[src/pmd_pkg.sv]
`default_nettype none

package pmd_pkg;

   localparam int COORD_BITS      = 12;
   localparam int SUM_BITS        = COORD_BITS + 3;
   localparam int DELTA_BITS      = 11;
   localparam int TIMEOUT_BITS    = 16;
   localparam int ACCEL_BITS      = 8;
   localparam int CSR_INDEX_BITS  = 2;
   localparam int CSR_DATA_BITS   = 16;
   localparam int CMD_QUEUE_DEPTH = 4;

   // request kinds
   localparam logic REQ_DATA     = 1'b0;
   localparam logic REQ_RECENTER = 1'b1;

   // event kinds
   localparam logic [2:0] EV_MOVE         = 3'd0;
   localparam logic [2:0] EV_LBTN_PRESS   = 3'd1;
   localparam logic [2:0] EV_LBTN_RELEASE = 3'd2;
   localparam logic [2:0] EV_RBTN_PRESS   = 3'd3;
   localparam logic [2:0] EV_RBTN_RELEASE = 3'd4;

   // register indexes
   localparam logic [CSR_INDEX_BITS-1:0] CSR_MAX_X   = 2'd0;
   localparam logic [CSR_INDEX_BITS-1:0] CSR_MAX_Y   = 2'd1;
   localparam logic [CSR_INDEX_BITS-1:0] CSR_TIMEOUT = 2'd2;
   localparam logic [CSR_INDEX_BITS-1:0] CSR_ACCEL   = 2'd3;

   localparam logic [COORD_BITS-1:0]   MAX_X_RESET   = COORD_BITS'(639);
   localparam logic [COORD_BITS-1:0]   MAX_Y_RESET   = COORD_BITS'(479);
   localparam logic [TIMEOUT_BITS-1:0] TIMEOUT_RESET = TIMEOUT_BITS'(50);
   localparam logic [ACCEL_BITS-1:0]   ACCEL_RESET   = ACCEL_BITS'(6);

   // header byte layout
   localparam logic [7:0] HDR_MASK   = 8'hC8;
   localparam logic [7:0] HDR_MATCH  = 8'h08;
   localparam int         HDR_X_SIGN = 4;
   localparam int         HDR_Y_SIGN = 5;

   typedef struct packed {
      logic        req_type;
      logic [7:0]  data_byte;
      logic [31:0] time_ms;
   } req_word_type;

   typedef struct packed {
      logic [2:0]            event_kind;
      logic [COORD_BITS-1:0] pos_x;
      logic [COORD_BITS-1:0] pos_y;
      logic                  last_event;
   } rsp_word_type;

   typedef struct packed {
      logic [COORD_BITS-1:0]   max_x;
      logic [COORD_BITS-1:0]   max_y;
      logic [TIMEOUT_BITS-1:0] resync_timeout_ms;
      logic [ACCEL_BITS-1:0]   accel_threshold;
   } cfg_type;

   // one assembled packet or a recenter request
   typedef struct packed {
      logic       recenter;
      logic [7:0] header;
      logic [7:0] x_byte;
      logic [7:0] y_byte;
   } cmd_type;

endpackage

`default_nettype wire

[src/pmd_cmd_fifo.sv]
`default_nettype none

module pmd_cmd_fifo #(
   parameter int DEPTH = pmd_pkg::CMD_QUEUE_DEPTH
) (
   input  wire logic             clock,
   input  wire logic             reset,
   input  wire logic             push,
   input  wire pmd_pkg::cmd_type push_cmd,
   input  wire logic             pop,
   output logic                  full,
   output logic                  empty,
   output pmd_pkg::cmd_type      head
);

   localparam int PTR_BITS = (DEPTH > 1) ? $clog2(DEPTH) : 1;
   localparam int CNT_BITS = $clog2(DEPTH + 1);

   pmd_pkg::cmd_type    slot_ff [DEPTH];
   logic [PTR_BITS-1:0] wr_ptr_ff, wr_ptr_in;
   logic [PTR_BITS-1:0] rd_ptr_ff, rd_ptr_in;
   logic [CNT_BITS-1:0] count_ff, count_in;
   logic                do_push, do_pop;

   always_comb begin
      full    = (count_ff == CNT_BITS'(DEPTH));
      empty   = (count_ff == '0);
      head    = slot_ff[rd_ptr_ff];
      do_push = push && !full;
      do_pop  = pop && !empty;

      wr_ptr_in = wr_ptr_ff;
      rd_ptr_in = rd_ptr_ff;
      count_in  = count_ff;
      if (do_push) begin
         wr_ptr_in = (wr_ptr_ff == PTR_BITS'(DEPTH - 1)) ? '0 : wr_ptr_ff + PTR_BITS'(1);
      end
      if (do_pop) begin
         rd_ptr_in = (rd_ptr_ff == PTR_BITS'(DEPTH - 1)) ? '0 : rd_ptr_ff + PTR_BITS'(1);
      end
      if (do_push && !do_pop) begin
         count_in = count_ff + CNT_BITS'(1);
      end else if (do_pop && !do_push) begin
         count_in = count_ff - CNT_BITS'(1);
      end
   end

   always_ff @(posedge clock) begin
      if (reset) begin
         wr_ptr_ff <= '0;
         rd_ptr_ff <= '0;
         count_ff  <= '0;
      end else begin
         wr_ptr_ff <= wr_ptr_in;
         rd_ptr_ff <= rd_ptr_in;
         count_ff  <= count_in;
      end
   end

   always_ff @(posedge clock) begin
      if (do_push) begin
         slot_ff[wr_ptr_ff] <= push_cmd;
      end
   end

endmodule

`default_nettype wire

[src/pmd_front.sv]
`default_nettype none

module pmd_front (
   input  wire logic                  clock,
   input  wire logic                  reset,
   input  wire logic                  push,
   input  wire pmd_pkg::req_word_type req_word,
   input  wire pmd_pkg::cfg_type      cfg,
   input  wire logic                  q_full,
   output logic                       q_push,
   output pmd_pkg::cmd_type           q_cmd
);

   localparam logic [1:0] CNT_NONE   = 2'd0;
   localparam logic [1:0] CNT_HEADER = 2'd1;
   localparam logic [1:0] CNT_X      = 2'd2;

   logic [1:0]  count_ff, count_in;
   logic [7:0]  header_ff, header_in;
   logic [7:0]  x_byte_ff, x_byte_in;
   logic [31:0] start_ff, start_in;

   logic [31:0] elapsed;
   logic        timed_out;
   logic [1:0]  count_eff;
   logic        hdr_ok;
   logic        accept;

   always_comb begin
      accept    = push && !q_full;
      elapsed   = req_word.time_ms - start_ff;
      timed_out = (count_ff != CNT_NONE) && (elapsed > 32'(cfg.resync_timeout_ms));
      // a stale partial packet is dropped before the byte is looked at
      count_eff = timed_out ? CNT_NONE : count_ff;
      hdr_ok    = (req_word.data_byte & pmd_pkg::HDR_MASK) == pmd_pkg::HDR_MATCH;

      count_in  = count_ff;
      header_in = header_ff;
      x_byte_in = x_byte_ff;
      start_in  = start_ff;
      q_push    = 1'b0;
      q_cmd     = '{recenter: 1'b0, header: header_ff, x_byte: x_byte_ff,
                    y_byte: req_word.data_byte};

      if (accept) begin
         if (req_word.req_type == pmd_pkg::REQ_RECENTER) begin
            count_in       = CNT_NONE;
            q_push         = 1'b1;
            q_cmd.recenter = 1'b1;
         end else begin
            unique case (count_eff)
               CNT_NONE: begin
                  count_in = CNT_NONE;
                  if (hdr_ok) begin
                     header_in = req_word.data_byte;
                     start_in  = req_word.time_ms;
                     count_in  = CNT_HEADER;
                  end
               end
               CNT_HEADER: begin
                  x_byte_in = req_word.data_byte;
                  count_in  = CNT_X;
               end
               CNT_X: begin
                  count_in = CNT_NONE;
                  q_push   = 1'b1;
               end
               default: begin
                  count_in = CNT_NONE;
               end
            endcase
         end
      end
   end

   always_ff @(posedge clock) begin
      if (reset) begin
         count_ff  <= CNT_NONE;
         header_ff <= '0;
         x_byte_ff <= '0;
         start_ff  <= '0;
      end else begin
         count_ff  <= count_in;
         header_ff <= header_in;
         x_byte_ff <= x_byte_in;
         start_ff  <= start_in;
      end
   end

endmodule

`default_nettype wire

[src/pmd_back.sv]
`default_nettype none

module pmd_back (
   input  wire logic             clock,
   input  wire logic             reset,
   input  wire pmd_pkg::cfg_type cfg,
   input  wire logic             q_empty,
   input  wire pmd_pkg::cmd_type q_head,
   output logic                  q_pop,
   output logic                  empty,
   input  wire logic             pop,
   output pmd_pkg::rsp_word_type rsp_word
);

   localparam int CW = pmd_pkg::COORD_BITS;
   localparam int SB = pmd_pkg::SUM_BITS;
   localparam int DB = pmd_pkg::DELTA_BITS;

   localparam int PEND_MOVE  = 0;
   localparam int PEND_LEFT  = 1;
   localparam int PEND_RIGHT = 2;

   typedef enum logic [3:0] {
      ST_IDLE  = 4'b0001,
      ST_DELTA = 4'b0010,
      ST_MOVE  = 4'b0100,
      ST_EMIT  = 4'b1000
   } back_state_type;

   function automatic logic signed [DB-1:0] accel(input logic signed [DB-1:0] d,
                                                  input logic [pmd_pkg::ACCEL_BITS-1:0] thr);
      logic signed [DB-1:0] t;
      t = $signed(DB'(thr));
      if (d > t || d < -t) begin
         accel = d <<< 1;
      end else begin
         accel = d;
      end
   endfunction

   function automatic logic [CW-1:0] clamp(input logic signed [SB-1:0] p,
                                           input logic [CW-1:0] lim);
      if (p < 0) begin
         clamp = '0;
      end else if (p > $signed(SB'(lim))) begin
         clamp = lim;
      end else begin
         clamp = p[CW-1:0];
      end
   endfunction

   back_state_type        state_ff, state_in;
   pmd_pkg::cmd_type      cmd_ff, cmd_in;
   logic signed [DB-1:0]  dx_ff, dx_in, dy_ff, dy_in;
   logic [CW-1:0]         cursor_x_ff, cursor_x_in, cursor_y_ff, cursor_y_in;
   logic [1:0]            prev_btn_ff, prev_btn_in;
   logic [2:0]            pend_ff, pend_in;
   logic                  rsp_valid_ff, rsp_valid_in;
   pmd_pkg::rsp_word_type rsp_word_ff, rsp_word_in;

   logic signed [8:0]     raw_x, raw_y;
   logic signed [SB-1:0]  sum_x, sum_y;
   logic [CW:0]           center_x, center_y;
   logic [1:0]            btn;
   logic [2:0]            rest;
   logic [2:0]            kind;
   logic                  rsp_take;
   logic                  load;

   always_comb begin
      raw_x    = $signed({cmd_ff.header[pmd_pkg::HDR_X_SIGN], cmd_ff.x_byte});
      raw_y    = $signed({cmd_ff.header[pmd_pkg::HDR_Y_SIGN], cmd_ff.y_byte});
      sum_x    = SB'($signed({1'b0, cursor_x_ff})) + SB'(dx_ff);
      sum_y    = SB'($signed({1'b0, cursor_y_ff})) + SB'(dy_ff);
      center_x = {1'b0, cfg.max_x} + (CW + 1)'(1);
      center_y = {1'b0, cfg.max_y} + (CW + 1)'(1);
      btn      = cmd_ff.header[1:0];
      rsp_take = pop && rsp_valid_ff;
      load     = (state_ff == ST_EMIT) && (!rsp_valid_ff || rsp_take);

      // pending events go out in a fixed order: move, then left, then right
      rest = pend_ff;
      kind = pmd_pkg::EV_MOVE;
      priority if (pend_ff[PEND_MOVE]) begin
         kind            = pmd_pkg::EV_MOVE;
         rest[PEND_MOVE] = 1'b0;
      end else if (pend_ff[PEND_LEFT]) begin
         kind            = prev_btn_ff[0] ? pmd_pkg::EV_LBTN_PRESS : pmd_pkg::EV_LBTN_RELEASE;
         rest[PEND_LEFT] = 1'b0;
      end else begin
         kind             = prev_btn_ff[1] ? pmd_pkg::EV_RBTN_PRESS : pmd_pkg::EV_RBTN_RELEASE;
         rest[PEND_RIGHT] = 1'b0;
      end

      state_in    = state_ff;
      cmd_in      = cmd_ff;
      dx_in       = dx_ff;
      dy_in       = dy_ff;
      cursor_x_in = cursor_x_ff;
      cursor_y_in = cursor_y_ff;
      prev_btn_in = prev_btn_ff;
      pend_in     = pend_ff;
      q_pop       = 1'b0;
      rsp_word_in = '{event_kind: kind, pos_x: cursor_x_ff, pos_y: cursor_y_ff,
                      last_event: (rest == '0)};

      unique case (state_ff)
         ST_IDLE: begin
            if (!q_empty) begin
               q_pop    = 1'b1;
               cmd_in   = q_head;
               state_in = ST_DELTA;
            end
         end
         ST_DELTA: begin
            if (cmd_ff.recenter) begin
               cursor_x_in = center_x[CW:1];
               cursor_y_in = center_y[CW:1];
               state_in    = ST_IDLE;
            end else begin
               // dy is negated so that rows grow downward
               dx_in    = accel(DB'(raw_x), cfg.accel_threshold);
               dy_in    = accel(-DB'(raw_y), cfg.accel_threshold);
               state_in = ST_MOVE;
            end
         end
         ST_MOVE: begin
            cursor_x_in          = clamp(sum_x, cfg.max_x);
            cursor_y_in          = clamp(sum_y, cfg.max_y);
            pend_in[PEND_MOVE]   = (dx_ff != '0) || (dy_ff != '0);
            pend_in[PEND_LEFT]   = btn[0] ^ prev_btn_ff[0];
            pend_in[PEND_RIGHT]  = btn[1] ^ prev_btn_ff[1];
            prev_btn_in          = btn;
            state_in             = (pend_in != '0) ? ST_EMIT : ST_IDLE;
         end
         ST_EMIT: begin
            if (load) begin
               pend_in = rest;
               if (rest == '0) begin
                  state_in = ST_IDLE;
               end
            end
         end
         default: begin
            state_in = ST_IDLE;
         end
      endcase

      rsp_valid_in = load ? 1'b1 : (rsp_take ? 1'b0 : rsp_valid_ff);
      empty        = !rsp_valid_ff;
      rsp_word     = rsp_word_ff;
   end

   always_ff @(posedge clock) begin
      if (reset) begin
         state_ff     <= ST_IDLE;
         cursor_x_ff  <= '0;
         cursor_y_ff  <= '0;
         prev_btn_ff  <= '0;
         pend_ff      <= '0;
         rsp_valid_ff <= 1'b0;
      end else begin
         state_ff     <= state_in;
         cursor_x_ff  <= cursor_x_in;
         cursor_y_ff  <= cursor_y_in;
         prev_btn_ff  <= prev_btn_in;
         pend_ff      <= pend_in;
         rsp_valid_ff <= rsp_valid_in;
      end
   end

   always_ff @(posedge clock) begin
      cmd_ff <= cmd_in;
      dx_ff  <= dx_in;
      dy_ff  <= dy_in;
      if (load) begin
         rsp_word_ff <= rsp_word_in;
      end
   end

endmodule

`default_nettype wire

[src/ps2_mouse_packet_decoder_unit.sv]
// Channel   Direction  Handshake               Word
// request   in         push / full             req_word (req_type, data_byte, time_ms)
// response  out        empty / pop             rsp_word (event_kind, pos_x, pos_y, last_event)
// csr       in         csr_we, csr_index       csr_wdata
//
// A request word is taken every cycle while full is low; it goes through the
// front end into a QUEUE_DEPTH-entry command queue. The back-end sequencer
// pops a command in IDLE, reckons the deltas in DELTA (a recenter sets the
// cursor there), updates the cursor in MOVE and loads one event per EMIT step,
// while the front end keeps taking bytes. Reset is synchronous; there is no clearing pass.
// A held response stalls only the back end; full rises once the queue fills.
`default_nettype none

module ps2_mouse_packet_decoder_unit #(
   parameter int QUEUE_DEPTH = pmd_pkg::CMD_QUEUE_DEPTH
) (
   input  wire logic                                  clock,
   input  wire logic                                  reset,
   input  wire logic                                  push,
   output logic                                       full,
   input  wire pmd_pkg::req_word_type                 req_word,
   output logic                                       empty,
   input  wire logic                                  pop,
   output pmd_pkg::rsp_word_type                      rsp_word,
   input  wire logic                                  csr_we,
   input  wire logic [pmd_pkg::CSR_INDEX_BITS-1:0]    csr_index,
   input  wire logic [pmd_pkg::CSR_DATA_BITS-1:0]     csr_wdata
);

   pmd_pkg::cfg_type cfg_ff, cfg_in;
   pmd_pkg::cmd_type push_cmd, head_cmd;
   logic             q_push, q_pop, q_full, q_empty;

   always_comb begin
      cfg_in = cfg_ff;
      if (csr_we) begin
         unique case (csr_index)
            pmd_pkg::CSR_MAX_X:   cfg_in.max_x = csr_wdata[pmd_pkg::COORD_BITS-1:0];
            pmd_pkg::CSR_MAX_Y:   cfg_in.max_y = csr_wdata[pmd_pkg::COORD_BITS-1:0];
            pmd_pkg::CSR_TIMEOUT: begin
               cfg_in.resync_timeout_ms = csr_wdata[pmd_pkg::TIMEOUT_BITS-1:0];
            end
            pmd_pkg::CSR_ACCEL: begin
               cfg_in.accel_threshold = csr_wdata[pmd_pkg::ACCEL_BITS-1:0];
            end
         endcase
      end
      full = q_full;
   end

   always_ff @(posedge clock) begin
      if (reset) begin
         cfg_ff <= '{max_x: pmd_pkg::MAX_X_RESET, max_y: pmd_pkg::MAX_Y_RESET,
                     resync_timeout_ms: pmd_pkg::TIMEOUT_RESET,
                     accel_threshold: pmd_pkg::ACCEL_RESET};
      end else begin
         cfg_ff <= cfg_in;
      end
   end

   pmd_front u_front (
      .clock    (clock),
      .reset    (reset),
      .push     (push),
      .req_word (req_word),
      .cfg      (cfg_ff),
      .q_full   (q_full),
      .q_push   (q_push),
      .q_cmd    (push_cmd)
   );

   pmd_cmd_fifo #(
      .DEPTH (QUEUE_DEPTH)
   ) u_queue (
      .clock    (clock),
      .reset    (reset),
      .push     (q_push),
      .push_cmd (push_cmd),
      .pop      (q_pop),
      .full     (q_full),
      .empty    (q_empty),
      .head     (head_cmd)
   );

   pmd_back u_back (
      .clock    (clock),
      .reset    (reset),
      .cfg      (cfg_ff),
      .q_empty  (q_empty),
      .q_head   (head_cmd),
      .q_pop    (q_pop),
      .empty    (empty),
      .pop      (pop),
      .rsp_word (rsp_word)
   );

endmodule

`default_nettype wire

[config.mk]
export PLATFORM = sky130hd
export DESIGN_NAME = ps2_mouse_packet_decoder_unit
export DESIGN_NICKNAME = d
export VERILOG_FILES = /design/src/pmd_pkg.sv /design/src/pmd_cmd_fifo.sv /design/src/pmd_front.sv /design/src/pmd_back.sv /design/src/ps2_mouse_packet_decoder_unit.sv
export SDC_FILE = /design/constraint.sdc
export NUM_CORES = 1
export LEC_CHECK = 0
export ABC_AREA = 1
export BUFFER_PORTS_ARGS = -buffer_cell sky130_fd_sc_hd__buf_4
export CAP_MARGIN = 20
export CORE_MARGIN = 2
export CORE_UTILIZATION = 63
export CTS_CLUSTER_SIZE = 8
export DETAILED_ROUTE_END_ITERATION = 10
export PLACE_DENSITY = 0.87
export SYNTH_ARGS = -nofsm -noshare
export SYNTH_HDL_FRONTEND = slang
export SYNTH_HIERARCHICAL = 1
export SYNTH_SLANG_ARGS = --single-unit
export TNS_END_PERCENT = 5
[constraint.sdc]
create_clock -name clock -period 6.2 [get_ports clock]
set_input_delay 0.93 -clock clock [delete_from_list [all_inputs] [get_ports clock]]
set_output_delay 0.93 -clock clock [all_outputs]
set_load 0.01 [all_outputs]
==> results by group <==
Clocking
  – Post-CTS Hold Buffers: 0
  – CTS tree: done
  – Post-CTS sizing: 0
  – Clock Pin Slew Worst Setup and Hold Paths: 50 ps
  – Num CTS Buffers: 42
  – Sink Count: 291
  – Clock latency on the worst-skew pair: 550 ps
  – Root buffer cell: clkbuf_16
  – H-tree Lvls: 2
  – Clock Path Buffers: 3
  – Post-CTS setup buffer count: 0

Synthesis
  – Mapped Area: 0.0188 mm2
  – Syn_nets: 2729
  – Ys Warns: 6
  – Syn Area/Cell: 7.45 um2
  – Mapped Cells: 2518

Power and ir drop
  – VDD IR max: 0.000338 V
  – Switching Fraction: 0.361
  – NetSw: 2.45 mW
  – Leak Pwr: 10.2 nW
  – Cell Int Power: 4.33 mW
  – Power per Cell Area: 326 mW/mm2
  – Design Power: 6.78 mW
  – Comb pwr share: 0.318
  – Clock network fraction of design power: 0.313
  – Flop pwr share: 0.368

GRT
  – First-pass GRT wire length: 79.9 mm
  – Vias in the first global route: 16500
  – GR Overflow Total: 0
  – Initial antenna violation count: 0
  – Largest net degree at the start of global routing: 49
  – Tot GR Track Use: 0.320

Detailed routing
  – DR pass1 iterations: 6
  – Vias per cell: 5.57
  – Final WL: 49.1 mm
  – Vias post-DR: 16800
  – Initial drt markers: 1516
  – Antenna Nets Post-Route: 0
  – Detailed-route DRC error count: 0
  – Wirelength per Cell: 16.3 um

Run status
  – Status: completed

Floorplan
  – Total Die Area: 0.0312 mm2
  – Core Area: 0.0295 mm2
  – Die H: 177 um
  – I/O Pins: 94
  – Starting Density: 0.636
  – Cell Rows: 63
  – Die width: 177 um

Setup path
  – CP dominant cell by count: nand2_1
  – WP buf/inv: 5
  – Max FO, Critical Path: 10
  – Crit path max-delay family: simple AND/OR/NAND/NOR gates
  – Worst EP arrival: 5550 ps
  – CP Class: in -> reg
  – R2R Setup Slk: 1370 ps
  – Worst setup EP type: register
  – Max incr delay on CP: 460 ps
  – Worst EP required: 6640 ps
  – Critical Path Slowest Stage Cell: fa_1
  – Startpoint types: primary input

Cells and area
  – Layout cells sized above 1: 0.0942
  – Finished Core Util: 0.706
  – Layout area overhead: 11.0%
  – Final cell count without fillers: 3013
  – Final Cell Area: 0.0208 mm2
  – Nets: 2805
  – Antenna Cells: 0

Placed design
  – Placed cells: 2939
  – RD Place Congestion: 0.967
  – Dpl hpwl: 35.9 mm
  – Area after DPL: 0.0196 mm2
  – Port Buf Inserts: 93
  – Setup Slack @ Placement: 717 ps

STA
  – Final Hold Vio Count: 0
  – Max Fclk: 196 MHz
  – Setup TNS: 0 ps
  – Minimum clock period: 5110 ps
  – RSZ-0062 raised after global routing: no
  – Final worst-path cycle share: 0.824
  – Final setup violation count: 0
  – Final hold slack: 457 ps
  – Setup Skew: 22.2 ps
  – Final WS setup: 1090 ps
  – Least-Margin Pin Slew: 1020 ps
  – Slew margin rel.: 0.320
  – Max-slew violation total from the final report: 0

Run
  – Max Cap Viol: 0

Hold path
  – Worst Hold Class: reg -> reg
[cells in the final DEF, fill, tap and decap left out, types with 5 or more instances in the layout]
cell type / count
nand2_1: 614
inv_1: 406
nor2_1: 330
nand3_1: 158
edfxtp_1: 154
ha_1: 143
dfxtp_1: 137
a21oi_1: 110
buf_4: 106
nand4_1: 74
o21ai_0: 70
xor2_1: 45
clkbuf_16: 42
clkbuf_1: 26
o21ai_1: 22
o22ai_1: 22
nor3_1: 20
o21ai_2: 19
nand2_2: 16
nor2_2: 11
inv_2: 10
o21bai_1: 8
xnor2_1: 7
nand3_2: 6
a31oi_1: 5
[sequential cells by signal (all words and copies together), names as in the netlist, 8 cells and up, named ones only]
signal / count
u_queue/slot_ff: 84
cfg_ff: 48
u_front/start_ff: 32
u_back/rsp_word: 28
u_back/cmd_ff: 19
u_back/cursor_x_ff: 12
u_back/cursor_y_ff: 12
u_back/dy_ff: 11
u_back/dx_ff: 10
u_front/x_byte_ff: 8
[worst min-delay path, cell delays in order, from the launching register on]
cell     delay, ps
dfxtp_1        320
nand2_1         50
nand3_1         50
[power groups by stage]
stage	clock network [mW]	registers (mW)	logic, mW
3_5_place_dp	0	2.53	2.10
4_1_cts	2.15	2.49	2.13
6_report	2.12	2.50	2.16
5_1_grt	2.24	2.52	2.42
2_1_floorplan	0	2.47	1.62
3_3_place_gp	0	2.52	2.02
[final timing paths]
path / from / end / depth (start not counted)
min reg2reg: cfg_ff[9] / cfg_ff[9] / 2
max: req_word[0] / u_queue/count_ff[1] / 32
max reg2reg: u_front/start_ff[0] / u_queue/count_ff[1] / 30
min: cfg_ff[9] / cfg_ff[9] / 2
[per-layer routing]
layer	up-vias	global-route usage	wire length, um
li1	8258	-	-
met1	7672	0.382	19600
met2	688	0.573	24400
met3	165	0.0385	3040
met4	0	0.148	2150
met5	-	0	0
[area by class of cell]
type | instances | area [um2]
Sequential cell | 291 | 7370
Clock inverter | 4 | 61.3
Tap cell | 390 | 488
Clock buffer | 69 | 1160
Fill cell | 2414 | 8650
Inverter | 419 | 1580
Multi-Input combinational cell | 1733 | 9360
Timing Repair Buffer | 107 | 816
No activity file was read; power rests on OpenSTA's default activity.
